$ cat src/rtl/ffvu_pkg.sv
// Shared types, widths and register codes of the face flux volume update unit.
`default_nettype none
package ffvu_pkg;

  localparam int FRAC_BITS = 16;
  localparam int DATA_W    = 32;
  localparam int TS_W      = 31;
  localparam int VOL_W     = 31;
  localparam int QUOT_W    = 32;
  localparam int PROD_W    = 2 * DATA_W;

  // three products of 32x32 summed exactly
  localparam int SUM_W     = PROD_W + 2;
  localparam int DOT_W     = SUM_W - FRAC_BITS;
  localparam int DMAG_W    = PROD_W - FRAC_BITS;
  localparam int DMAG_HI_W = DMAG_W - DATA_W;
  localparam int P1_W      = DMAG_W + DATA_W;
  localparam int P1_HI_W   = P1_W - PROD_W;
  localparam int NUMF_W    = P1_W + TS_W;
  localparam int NUM_W     = NUMF_W - FRAC_BITS;
  localparam int NUM_HI_W  = NUM_W - QUOT_W;
  localparam int CMP_W     = (NUM_HI_W > VOL_W) ? NUM_HI_W : VOL_W;

  localparam int DIV_STEPS   = QUOT_W;
  localparam int QUEUE_DEPTH = 2;
  localparam int QPTR_W      = $clog2(QUEUE_DEPTH);
  localparam int QCNT_W      = $clog2(QUEUE_DEPTH + 1);

  localparam int CFG_IDX_W = 3;
  localparam logic [CFG_IDX_W-1:0] CFG_VEL_X     = 3'd0;
  localparam logic [CFG_IDX_W-1:0] CFG_VEL_Y     = 3'd1;
  localparam logic [CFG_IDX_W-1:0] CFG_VEL_Z     = 3'd2;
  localparam logic [CFG_IDX_W-1:0] CFG_TIME_STEP = 3'd3;

  localparam logic [QUOT_W-1:0] LIMIT_NEG = 32'h8000_0000;
  localparam logic [QUOT_W-1:0] LIMIT_POS = 32'h7FFF_FFFF;

  // word handed from the front to the back
  typedef struct packed {
    logic signed [DOT_W-1:0]  dot;
    logic signed [DATA_W-1:0] g_surf;
    logic signed [DATA_W-1:0] h_surf;
    logic [VOL_W-1:0]         vol_o;
    logic [VOL_W-1:0]         vol_n;
  } ffvu_item_t;

  // per-face context through the numerator stages
  typedef struct packed {
    logic [1:0]       neg;
    logic [VOL_W-1:0] vol_o;
    logic [VOL_W-1:0] vol_n;
  } ffvu_ctx_t;

  // per-side flags riding along the divider; sides: g own, g nbr, h own, h nbr
  typedef struct packed {
    logic [3:0] ovf;
    logic [3:0] neg;
    logic       zero_o;
    logic       zero_n;
  } ffvu_side_t;

endpackage
`default_nettype wire

$ cat src/rtl/ffvu_queue.sv
// Short queue of words between the front and the back.
`default_nettype none
module ffvu_queue (
  input  wire                  clk_i,
  input  wire                  rst_ni,
  input  wire                  push_i,
  input  ffvu_pkg::ffvu_item_t item_i,
  input  wire                  pop_i,
  output ffvu_pkg::ffvu_item_t item_o,
  output logic                 full_o,
  output logic                 empty_o
);
  import ffvu_pkg::*;

  ffvu_item_t        mem_q [QUEUE_DEPTH];
  logic [QPTR_W-1:0] wr_q, rd_q;
  logic [QCNT_W-1:0] cnt_q, cnt_d;

  assign full_o  = cnt_q == QCNT_W'(QUEUE_DEPTH);
  assign empty_o = cnt_q == '0;
  assign item_o  = mem_q[rd_q];

  always_comb begin
    cnt_d = cnt_q;
    if (push_i && !pop_i) cnt_d = cnt_q + 1'b1;
    if (pop_i && !push_i) cnt_d = cnt_q - 1'b1;
  end

  always_ff @(posedge clk_i or negedge rst_ni) begin
    if (!rst_ni) begin
      wr_q  <= '0;
      rd_q  <= '0;
      cnt_q <= '0;
    end else begin
      cnt_q <= cnt_d;
      if (push_i) wr_q <= (wr_q == QPTR_W'(QUEUE_DEPTH - 1)) ? '0 : wr_q + 1'b1;
      if (pop_i)  rd_q <= (rd_q == QPTR_W'(QUEUE_DEPTH - 1)) ? '0 : rd_q + 1'b1;
    end
  end

  always_ff @(posedge clk_i) begin
    if (push_i) mem_q[wr_q] <= item_i;
  end

endmodule
`default_nettype wire

$ cat config.mk
export PLATFORM = sky130hd
export DESIGN_NAME = ffvu_queue
export DESIGN_NICKNAME = d
export VERILOG_FILES = /design/src/rtl/ffvu_pkg.sv /design/src/rtl/ffvu_queue.sv
export SDC_FILE = /design/constraint.sdc
export NUM_CORES = 1
export LEC_CHECK = 0
export ABC_AREA = 1
export BUFFER_PORTS_ARGS = -buffer_cell sky130_fd_sc_hd__buf_2
export CORE_ASPECT_RATIO = 0.7
export CORE_MARGIN = 4
export CORE_UTILIZATION = 50
export DETAILED_ROUTE_END_ITERATION = 10
export MAX_ROUTING_LAYER = met4
export PLACE_DENSITY_LB_ADDON = 0.05
export SLEW_MARGIN = 30
export SYNTH_ARGS = -nofsm -noshare
export SYNTH_HDL_FRONTEND = slang
export SYNTH_SLANG_ARGS = --single-unit
$ cat constraint.sdc
create_clock -name clk_i -period 10.23 [get_ports clk_i]
set_input_delay 0 -clock clk_i [delete_from_list [all_inputs] [get_ports clk_i]]
set_output_delay 0 -clock clk_i [all_outputs]
set_load 0.02 [all_outputs]
==> results by group, run 1 <==
Outcome
  • Status: finished, final reports clean

Floorplanning
  • Initial Util: about half
  • Die Ht: around 140 um
  • Row Count: roughly 50
  • IO Pins: 358
  • Die X: 203 um
  • Core area: 0.0259 sq mm
  • Die area: 0.0293 sq mm

Yosys
  • Net Count, Synth: 1,124
  • Synthesized cell area: 0.0133 sq mm
  • Most frequent cells after synthesis: edfxtp_1 (352), inv_1 (182), nand2_1 (181)
  • Main combinational cell family by area after synthesis: buffers and inverters
  • Synth Area in XOR/XNOR: 0.198%
  • Multiplexer share of the synthesized area: 0%
  • Warnings from Yosys: 0
  • Post-synthesis compound-gate area fraction: approximately 6.6%
  • Most common cell in the netlist: edfxtp_1
  • Synth Register Bits: 356
  • EDFF count, synth: about 350
  • Predominant post-synthesis flop cell: edfxtp_1
  • Synth cell types: 16
  • Register area share after synthesis: 80.4%
  • Top-area cell type share of the netlist area: around 80%
  • Cells after Synth: about 940
  • Area leader, netlist: edfxtp_1
  • Asr flop ratio synth: 1.12%
  • Synth Area in Adders: 0.0943%
  • Synth area leaders: edfxtp_1 (80%), o21ai_0 (5.5%), inv_1 (5.1%)
  • Post-synthesis simple-gate area fraction: 5.29%
  • Avg Synthesized Cell Area: 14.1 sq um

Final layout
  • Final nets: ~1,700
  • Share of post-route cells with drive strength above 1: 27.3%
  • Non-filler cells, final: 1,871
  • Number of fillers in the final layout: 1,805
  • FF/Latch Area: 0.0107 sq mm
  • Area growth from synthesis to layout: 37.1%
  • Multi-input logic area: 0.00163 sq mm

STA
  • Period utilisation layout: between 20% and 30%
  • RSZ-0062 raised after global routing: false
  • Worst-margin pin slew: approximately 0.94 ns
  • Setup_tns: 0 ns
  • Clock Skew: 0.0176 ns
  • Rel. slew slack: a little under two fifths
  • Final setup violating endpoints: 0
  • Final hold violation count: 0
  • Fmax: 0.378 GHz
  • Final slew viol count: 0
  • Post-layout min period: 2.65 ns

Setup path
  • Buf/Inv on CP: 3
  • Cell family with most CP delay: buffers and inverters
  • Worst path max stage delay: around 0.61 ns
  • CP Capture Type: output port
  • CP Cell Sequence: buf_16 -> buf_6 -> o21ai_0 -> buf_2
  • R2r worst-path depth: 3
  • CP max FO: 122
  • WS Path Type: register to output port
  • Critical Path Source Type: register
  • Worst EP required: ~10 ns
  • Critical path depth: 4
  • Critical path data arrival time: 2.65 ns
  • Slowest stage cell on the critical path: buf_6

Clock tree
  • Post-CTS setup repair buffer count: 0
  • Clock slew at reported path FFs: 0.06 ns
  • Worst-Skew Late Latency: roughly 0.51 ns
  • Htree depth: 2
  • Clock sink count: 356
  • Buffer levels on the longest clock path: 3
  • CTS Buf Count: 35
  • Clock tree from TritonCTS: done
  • Clk root buf: clkbuf_16

Drt
  • DR pass1 iterations: 5
  • Post-Route WL: 29,300 um
  • Final ANT Viol Nets: 0
  • Post-route DRC: 0
  • Via count of the routed design: 8,593
  • Initial DRC Count: 504
  • WL/cell: 15.7 um
  • Via/cell ratio: between 4 and 5

Placement
  • PortBufs: 357
  • Gpl congestion: 0.756
  • HPWL after DPL: 18,400 um
  • Placed cells: 1,624

Global routing
  • Largest net degree at the start of global routing: 134
  • Vias in the first global route: 8,537
  • All-Layer GR Usage: 20.2%
  • Initial antenna violation count: 3
  • Grt total ovfl: 0
  • Global-route wire length before repair: 44,400 um

Pwr
  • Leak Pwr: 7.75 nW
  • Peak supply drop: 0.185 mV
  • PwrDens: 267 mW/mm^2

Min path
  • Hold Path Depth: 2
  • Min-delay worst type: primary input to register

Flow run
  • Maximum capacitance violations: 0
## sequential cells by signal, indices dropped and copies added, names as in the netlist
| register | flops |
|---|---|
| cnt_q | 2 |
| wr_q | 1 |
| mem_q | 352 |
| rd_q | 1 |
## repair_timing
action / in CTS / in global routing
gates resized for setup: 0 / 0
endpoints found under the hold margin: 360 / 0
hold buffers: 180 / 0
## cell usage in the layout (no fill, tap or decap)
cell type / instances
dfrtp_1: 3
o21ai_0: 146
xor2_1: 2
clkinv_1: 8
dfrtp_4: 1
clkbuf_16: 37
nand4_1: 1
clkbuf_1: 10
o21ai_1: 30
buf_6: 2
bufinv_16: 1
nand2_1: 181
buf_2: 357
nor2_4: 1
buf_16: 1
nand3_1: 1
buf_4: 4
inv_1: 181
nor2_1: 2
clkinv_2: 5
ha_1: 1
xnor2_1: 1
dlygate4sd3_1: 180
inv_8: 1
diode_2: 3
clkbuf_8: 2
edfxtp_1: 352
## cells by family (layout without fill, tap and decap cells)
group	count (synthesis)	count (layout)
other cells	0	3
fa+ha+maj	1	1
compound gates	176	176
flops	356	356
simple gates	186	186
buf+inv	221	789
xor+xnor	3	3
## through the flow
| stage | cell area, sq um | power (W) | hold WS (ns) | setup WS (ns) | utilization, % |
|---|---|---|---|---|---|
| 6_report | 18200 | 0.00486 | 0.213 | 7.58 | 70.2 |
| 5_1_grt | 18200 | 0.00514 | 0.195 | 7.33 | 70.2 |
| 4_1_cts | 18200 | 0.00490 | 0.180 | 7.04 | 70.0 |
| 3_5_place_dp | 15300 | 0.00363 | -0.189 | 7.60 | 58.9 |
| 3_3_place_gp | 15300 | 0.00362 | -0.186 | 7.56 | 58.9 |
| 2_1_floorplan | 13300 | 0.00316 | -0.296 | 1.80 | - |
## metal layers
layer  global-route usage [%]  wire [um]  vias to the layer above
met3                     7.15       2470                       49
met4                     6.28        685                        0
met2                     33.3      14600                      252
li1                         -          -                     4287
met1                     23.6      11500                     4005
met5                        -          0                        -
## power breakdown
| group | internal (W) | switching [W] |
|---|---|---|
| Sequential | 0.00194 | 0.0000748 |
| Combinational | 0.000470 | 0.00117 |
| Clock | 0.000700 | 0.000501 |
## path summary, 6_finish.rpt
kind,slack (ns),endpoint,startpoint
max,7.58,item_o[172],rd_q$_DFFE_PN0P_
min,0.21,mem_q[1][98]$_DFFE_PP_,item_i[98]
max reg2reg,7.76,mem_q[1][9]$_DFFE_PP_,wr_q$_DFFE_PN0P_
min reg2reg,0.51,cnt_q[1]$_DFFE_PN0P_,cnt_q[1]$_DFFE_PN0P_
max in group asynchronous,9.64,rd_q$_DFFE_PN0P_,rst_ni
min in group asynchronous,0.39,wr_q$_DFFE_PN0P_,rst_ni
## cell type report
cell class	instances	area share [%]
flip-flops and latches	356	58.7
well taps	357	2.46
clock inverters	14	0.468
clock buffers	49	5.45
inverters	182	3.80
repair buffers	544	20.2
diodes	3	0.0413
multi-input cells	366	8.95
## worst register-to-register path, delay by kind of cell, from the launching register on
kind          cells  cell delay (ns)
buf+inv           2             1.46
flops             1             0.42
simple gates      1             0.16
Note: power is estimated with default switching activity, not from simulation.
==> run 2, diff against run 1 <==
--- a/config.mk
+++ b/config.mk
@@ -5,7 +5,7 @@
 export SDC_FILE = /design/constraint.sdc
 export NUM_CORES = 1
 export LEC_CHECK = 0
-export ABC_AREA = 1
+export ABC_AREA = 0
 export BUFFER_PORTS_ARGS = -buffer_cell sky130_fd_sc_hd__buf_2
 export CORE_ASPECT_RATIO = 0.7
 export CORE_MARGIN = 4
==> constraint.sdc (replaced) <==
create_clock -name clk_i -period 2.7 [get_ports clk_i]
set_input_delay 0 -clock clk_i [delete_from_list [all_inputs] [get_ports clk_i]]
set_output_delay 0 -clock clk_i [all_outputs]
set_load 0.02 [all_outputs]
==> run 2 against run 1 <==
Combinational power rose to 4.0 times the previous value. Sequential share of layout area decreased by 0.95 points. Critical endpoint is now item_o[32]. Global-route usage down 0.59 points. Largest cell class unchanged. Critical path type unchanged. Clock skew down 0.0099 ns. Setup slack got worse by 7.1 ns. Worst hold slack gained 0.015 ns. Core utilization grew 0.82 points.
==> results by group, run 2 <==
Outcome
  • Status: finished, final reports clean

Pwr
  • Power after layout: 0.0187 W
  • Leak Pwr: about 7.4 nW
  • Seq pwr share: 40.9%
  • Sw Ratio: 31.4%
  • Int Pwr: between 0.01 and 0.015 W
  • Clock share of power: 23.7%
  • PwrDens: 1010 mW/mm^2
  • Peak supply drop: between 0.7 and 0.8 mV
  • Net Sw Power: 0.00588 W
  • Logic gate share of total power: a little over a third

Yosys
  • Synth Area in XOR/XNOR: less than 1%
  • Multiplexer share of the synthesized area: 18.4%
  • Warnings from Yosys: 0
  • Most common cell in the netlist: edfxtp_1
  • Asr flop ratio synth: 1.12%
  • Register area share after synthesis: 79.5%
  • Synth area leaders: edfxtp_1 (79%), mux2_4 (15%), mux2_2 (3.9%)
  • Net Count, Synth: 745
  • EDFF count, synth: 352
  • Most frequent cells after synthesis: edfxtp_1 (352), mux2_4 (130), mux2_2 (46)
  • Post-synthesis compound-gate area fraction: 0%
  • Top-area cell type share of the netlist area: 78.7%
  • Synth Area in Adders: 0.0932%
  • Cells after Synth: 564
  • Post-synthesis simple-gate area fraction: 0.177%
  • Synth cell types: 13
  • Predominant post-synthesis flop cell: edfxtp_1
  • Synth Register Bits: 356
  • Area leader, netlist: edfxtp_1
  • Main combinational cell family by area after synthesis: multiplexers
  • Synthesized cell area: about 0.013 sq mm
  • Avg Synthesized Cell Area: 23.8 sq um

STA
  • RSZ-0062 raised after global routing: false
  • Setup_tns: 0 ns
  • Final setup violating endpoints: 0
  • Worst-margin pin slew: 0.608 ns
  • Final slew viol count: 0
  • Final hold violation count: 0
  • Final hold slack: between 0.2 and 0.25 ns
  • Rel. slew slack: 59.5%
  • Setup WS post-layout: 0.526 ns
  • Clock Skew: 0.00764 ns
  • Post-layout min period: 2.17 ns
  • Period utilisation layout: 80.5%
  • Fmax: 0.460 GHz

Floorplanning
  • IO Pins: about 360
  • Initial Util: 51.5%
  • Die Ht: about 150 um
  • Die X: 204 um
  • Die area: between 0.02 and 0.03 sq mm
  • Core area: between 0.02 and 0.03 sq mm
  • Row Count: 49

Setup path
  • R2R Path End: mem_q[1][38]$_DFFE_PP_
  • Worst setup startpoint: rd_q$_DFFE_PN0P_
  • R2R Setup Slk: 0.99 ns
  • Worst r2r src: wr_q$_DFFE_PN0P_
  • Critical Path Source Type: register
  • WS Path Type: register to output port
  • R2r worst-path depth: 2
  • CP max FO: 64
  • Critical path data arrival time: 2.17 ns
  • Worst EP required: 2.70 ns
  • CP Capture Type: output port

Drt
  • Initial DRC Count: 334
  • DR pass1 iterations: 4
  • Via/cell ratio: between 4 and 5
  • Via count of the routed design: ~7,200
  • WL/cell: 19.2 um
  • Final ANT Viol Nets: 0
  • Post-route DRC: 0
  • Post-Route WL: 29,000 um

Clock tree
  • Clock tree from TritonCTS: done
  • Clock sink count: 356
  • Buffer levels on the longest clock path: 3
  • Clk root buf: clkbuf_16
  • Post-CTS setup repair buffer count: 0
  • CTS Buf Count: 34
  • Clock slew at reported path FFs: around 0.060 ns
  • Htree depth: 2
  • Post_cts resized: 0
  • Worst-Skew Late Latency: around 0.5 ns

Global routing
  • Initial antenna violation count: 2
  • Vias in the first global route: between 7,000 and 8,000
  • Largest net degree at the start of global routing: 96
  • Global-route wire length before repair: around 44,000 um
  • All-Layer GR Usage: 19.6%
  • Grt total ovfl: 0

Placement
  • HPWL after DPL: 19,100 um
  • PortBufs: 357
  • Place WS: 0.983 ns
  • Gpl congestion: between 0.7 and 0.8

Final layout
  • Top Registers: mem_q x352, cnt_q x2
  • Final nets: 1,310
  • Final core utilization: 71.0%
  • Most flops, register: mem_q
  • Most frequent cells in the layout: buf_2 (357), edfxtp_1 (352), dlygate4sd3_1 (180)
  • Max FFs per register: 352
  • Commonest non-fill, non-tap cell in the layout: buf_2
  • Area growth from synthesis to layout: 37.8%
  • Share of post-route cells with drive strength above 1: 51.5%

Min path
  • Min-delay worst type: primary input to register
  • Worst hold endpoint: mem_q[0][99]$_DFFE_PP_
  • Hold Path Depth: 2
  • Hold Crit Start: item_i[99]

Flow run
  • Maximum capacitance violations: 0
-- run 2: layout make-up --
type / instances / area [sq um]
Fill cell: 1643 / 7560
Sequential cell: 356 / 10700
Tap cell: 357 / 447
Clock inverter: 12 / 81.3
Inverter: 1 / 3.75
Clock buffer: 45 / 956
Multi-Input combinational cell: 187 / 2560
Antenna cell: 2 / 5.00
Timing Repair Buffer: 549 / 3770
-- run 2: power groups by stage --
stage	Sequential (W)	Combinational, W	Clock (W)
after floorplan	0.00771	0.00474	0
after global placement	0.00770	0.00640	0
after detailed placement	0.00776	0.00648	0
after CTS	0.00765	0.00671	0.00454
after global routing	0.00774	0.00700	0.00479
final	0.00765	0.00663	0.00443
-- run 2: per-stage QoR --
step                std cells  instance area, sq um
CTS                      1507                 18500
global placement         1270                 15600
floorplan                 564                 13400
finish                   1509                 18500
detailed placement       1270                 15600
global route             1509                 18500
-- run 2: layer usage --
layer  up-vias  part of all wire [%]  GRT usage, %
met5         -                     0             -
met2       272                    50          32.9
met1      3526                    40          23.6
met3        58                   7.3          5.00
met4         0                   3.0          5.86
li1       3379                     -             -
-- run 2: logic make-up (layout without fill, tap and decap cells) --
group                    Yosys count  after routing
flip-flops                       356            356
adder cells (fa/ha/maj)            1              1
XOR/XNOR                           5              5
buffers and inverters             21            607
AND/OR/NAND/NOR                    5              5
multiplexers                     176            176
other                              0              2
-- run 2: repair_timing --
item,CTS,global route
hold buffers,180,0
setup endpoints to repair,0,0
endpoints found under the hold margin,360,0
-- run 2: how the worst max path moves through the flow --
stage / endpoint / slack [ns]
finish: item_o[32] / 0.53
global route: item_o[32] / 0.45
CTS: item_o[32] / 0.52
detailed placement: mem_q[1][36]$_DFFE_PP_ / 0.98
global placement: mem_q[1][37]$_DFFE_PP_ / 1.05
floorplan: mem_q[0][0]$_DFFE_PP_ / -0.73
-- run 2: worst max-delay path: stages (launching register included) --
cell,delay [ns]
dfrtp_4,0.62
buf_12,0.41
mux2_4,0.37
buf_2,0.16
==> run 3, diff against run 2 <==
--- a/config.mk
+++ b/config.mk
@@ -9,7 +9,7 @@
 export BUFFER_PORTS_ARGS = -buffer_cell sky130_fd_sc_hd__buf_2
 export CORE_ASPECT_RATIO = 0.7
 export CORE_MARGIN = 4
-export CORE_UTILIZATION = 50
+export CORE_UTILIZATION = 47
 export DETAILED_ROUTE_END_ITERATION = 10
 export MAX_ROUTING_LAYER = met4
 export PLACE_DENSITY_LB_ADDON = 0.05
==> constraint.sdc (replaced) <==
create_clock -name clk_i -period 1.8 [get_ports clk_i]
set_input_delay 0 -clock clk_i [delete_from_list [all_inputs] [get_ports clk_i]]
set_output_delay 0 -clock clk_i [all_outputs]
set_load 0.02 [all_outputs]
==> run 3 against run 2 <==
The flow now finishes with violations (setup timing). Final cell count grew 3.0%. Worst hold slack lost 0.023 ns. Via count grew 1.9%. Clock power grew 62%. Non-clock buffer count grew 23. Clock-buffer cell count grew 4. Largest cell class unchanged. Largest power group unchanged.
==> results by group, run 3 (synthesized netlist as in run 2, its figures left out) <==
Drt
  • Via/cell ratio: 4.74
  • Initial DRC Count: ~390
  • Met2 WL post-DR: 15,300 um
  • DR pass1 iterations: 4
  • Post-Route WL: 30,500 um
  • Final ANT Viol Nets: 0
  • Via count of the routed design: 7,374
  • Top layer used by detailed routing: met4
  • WL/cell: 19.6 um
  • Metal-1 WL: 12,600 um
  • WL met3: between 1500 and 2000 um
  • Post-route DRC: 0

Global routing
  • Initial antenna violation count: 3
  • Global-route wire length before repair: 45,400 um
  • All-Layer GR Usage: between 15 and 20%
  • Vias in the first global route: about 8,000
  • Largest net degree at the start of global routing: 39
  • Grt total ovfl: 0

Pwr
  • PwrDens: 1560 mW/mm^2
  • Logic gate share of total power: a little under two fifths
  • Peak supply drop: 1.14 mV
  • Seq pwr share: 38.1%
  • Net Sw Power: around 0.0093 W
  • Power after layout: ~0.03 W
  • Clock share of power: 24.0%
  • Sw Ratio: 31.0%
  • Int Pwr: 0.0206 W
  • Leak Pwr: 7.70 nW

Floorplanning
  • Die area: 0.0314 sq mm
  • Initial Util: about half
  • Row Count: 51
  • Die Ht: 149 um
  • Core area: ~0.028 sq mm
  • Die X: 210 um
  • IO Pins: 358

Final layout
  • Top Registers: mem_q x352, cnt_q x2
  • Most frequent cells in the layout: edfxtp_1 (352), buf_2 (309), dlygate4sd3_1 (180)
  • Non-filler cells, final: 1,555
  • Most flops, register: mem_q
  • Area growth from synthesis to layout: 42.9%
  • Max FFs per register: 352
  • Share of post-route cells with drive strength above 1: 52.5%
  • Final nets: 1,335
  • Final Instance Area: 0.0192 sq mm
  • Commonest non-fill, non-tap cell in the layout: edfxtp_1
  • Number of fillers in the final layout: 1,877

Outcome
  • Failing checks: setup timing
  • Status: finished with violations

Clock tree
  • Clock tree from TritonCTS: done
  • Worst-Skew Late Latency: 0.51 ns
  • CTS Buf Count: 36
  • Clock sink count: 356
  • Buffer levels on the longest clock path: 3
  • Clk root buf: clkbuf_16
  • Htree depth: 2
  • Clock slew at reported path FFs: roughly 0.060 ns

STA
  • Setup WS post-layout: -0.0529 ns
  • Worst-margin pin slew: around 0.50 ns
  • Final hold slack: 0.205 ns
  • Final hold violation count: 0
  • Final setup violating endpoints: 131
  • Post-layout min period: 1.85 ns
  • RSZ-0062 raised after global routing: true
  • Clock Skew: 0.0135 ns
  • Setup_tns: -3.38 ns
  • Final slew viol count: 0
  • Period utilisation layout: 103%
  • Rel. slew slack: 66.9%
  • Fmax: about 0.54 GHz

Placement
  • Post-DP Area: 0.0159 sq mm
  • HPWL after DPL: slightly above 20,000 um
  • Gpl congestion: 0.777
  • PortBufs: 357
  • Placed cells: ~1,300

Setup path
  • CP Capture Type: output port
  • CP max FO: 22
  • R2R Setup Slk: between 0.3 and 0.4 ns
  • WS Path Type: register to output port
  • Worst EP required: ~1.8 ns
  • Critical path data arrival time: approximately 1.9 ns
  • Critical Path Source Type: register
  • Worst r2r src: wr_q$_DFFE_PN0P_
  • R2R Path End: mem_q[1][105]$_DFFE_PP_
  • R2r worst-path depth: 2

Min path
  • Min-delay worst type: primary input to register
  • Hold Path Depth: 2
  • Worst hold endpoint: mem_q[1][19]$_DFFE_PP_
  • Hold Crit Start: item_i[19]

Flow run
  • Maximum capacitance violations: 0
-- run 3: how the worst max path moves through the flow --
stage	from	to	slack [ns]
finish	rd_q$_DFFE_PN0P_	item_o[89]	-0.05
global route	rd_q$_DFFE_PN0P_	item_o[86]	-0.11
CTS	rd_q$_DFFE_PN0P_	item_o[85]	-0.09
detailed placement	rd_q$_DFFE_PN0P_	item_o[15]	0.31
global placement	rd_q$_DFFE_PN0P_	item_o[15]	0.32
floorplan	wr_q$_DFFE_PN0P_	mem_q[0][0]$_DFFE_PP_	-1.63
-- run 3: area by class of cell --
class	instances	area [sq um]	area share (%)
sequential	356	10700	55.6
timing repair buffer	572	4330	22.6
multi-input combinational	187	2560	13.3
clock buffer	49	981	5.11
tap	371	464	2.42
clock inverter	16	160	0.835
antenna	3	7.51	0.0391
inverter	1	3.75	0.0196
-- run 3: metrics by stage --
stage / worst slack (ns) / utilization, %
finish: -0.0529 / 68.6
global route: -0.112 / 68.6
CTS: -0.0867 / 68.5
detailed placement: 0.307 / 57.0
global placement: 0.324 / 57.0
floorplan: -1.63 / -
-- run 3: power groups by stage --
stage	registers [W]	clock network [W]	logic, W
6_report	0.0114	0.00718	0.0113
5_1_grt	0.0115	0.00781	0.0119
4_1_cts	0.0114	0.00739	0.0114
3_5_place_dp	0.0117	0	0.0103
3_3_place_gp	0.0116	0	0.0102
2_1_floorplan	0.0116	0	0.00710
-- run 3: worst max-delay path, cell delays in order (launching register included) --
cell and delay (ns):
dfrtp_4 0.51, buf_12 0.16, buf_12 0.17, mux2_4 0.32
buf_2 0.16
-- run 3: what timing repair did --
action                                  4_1_cts  5_1_grt
hold buffers                                180        0
buffers inserted                              5        0
gates resized for setup                      63        1
endpoints found under the setup margin      176      172
hold endpoints to repair                    360        0
gates cloned                                  2        1
-- run 3: layer usage --
layer,up-vias,track usage [%]
met2,247,32.1
li1,3442,-
met4,0,5.31
met5,-,-
met1,3638,24.4
met3,47,4.60
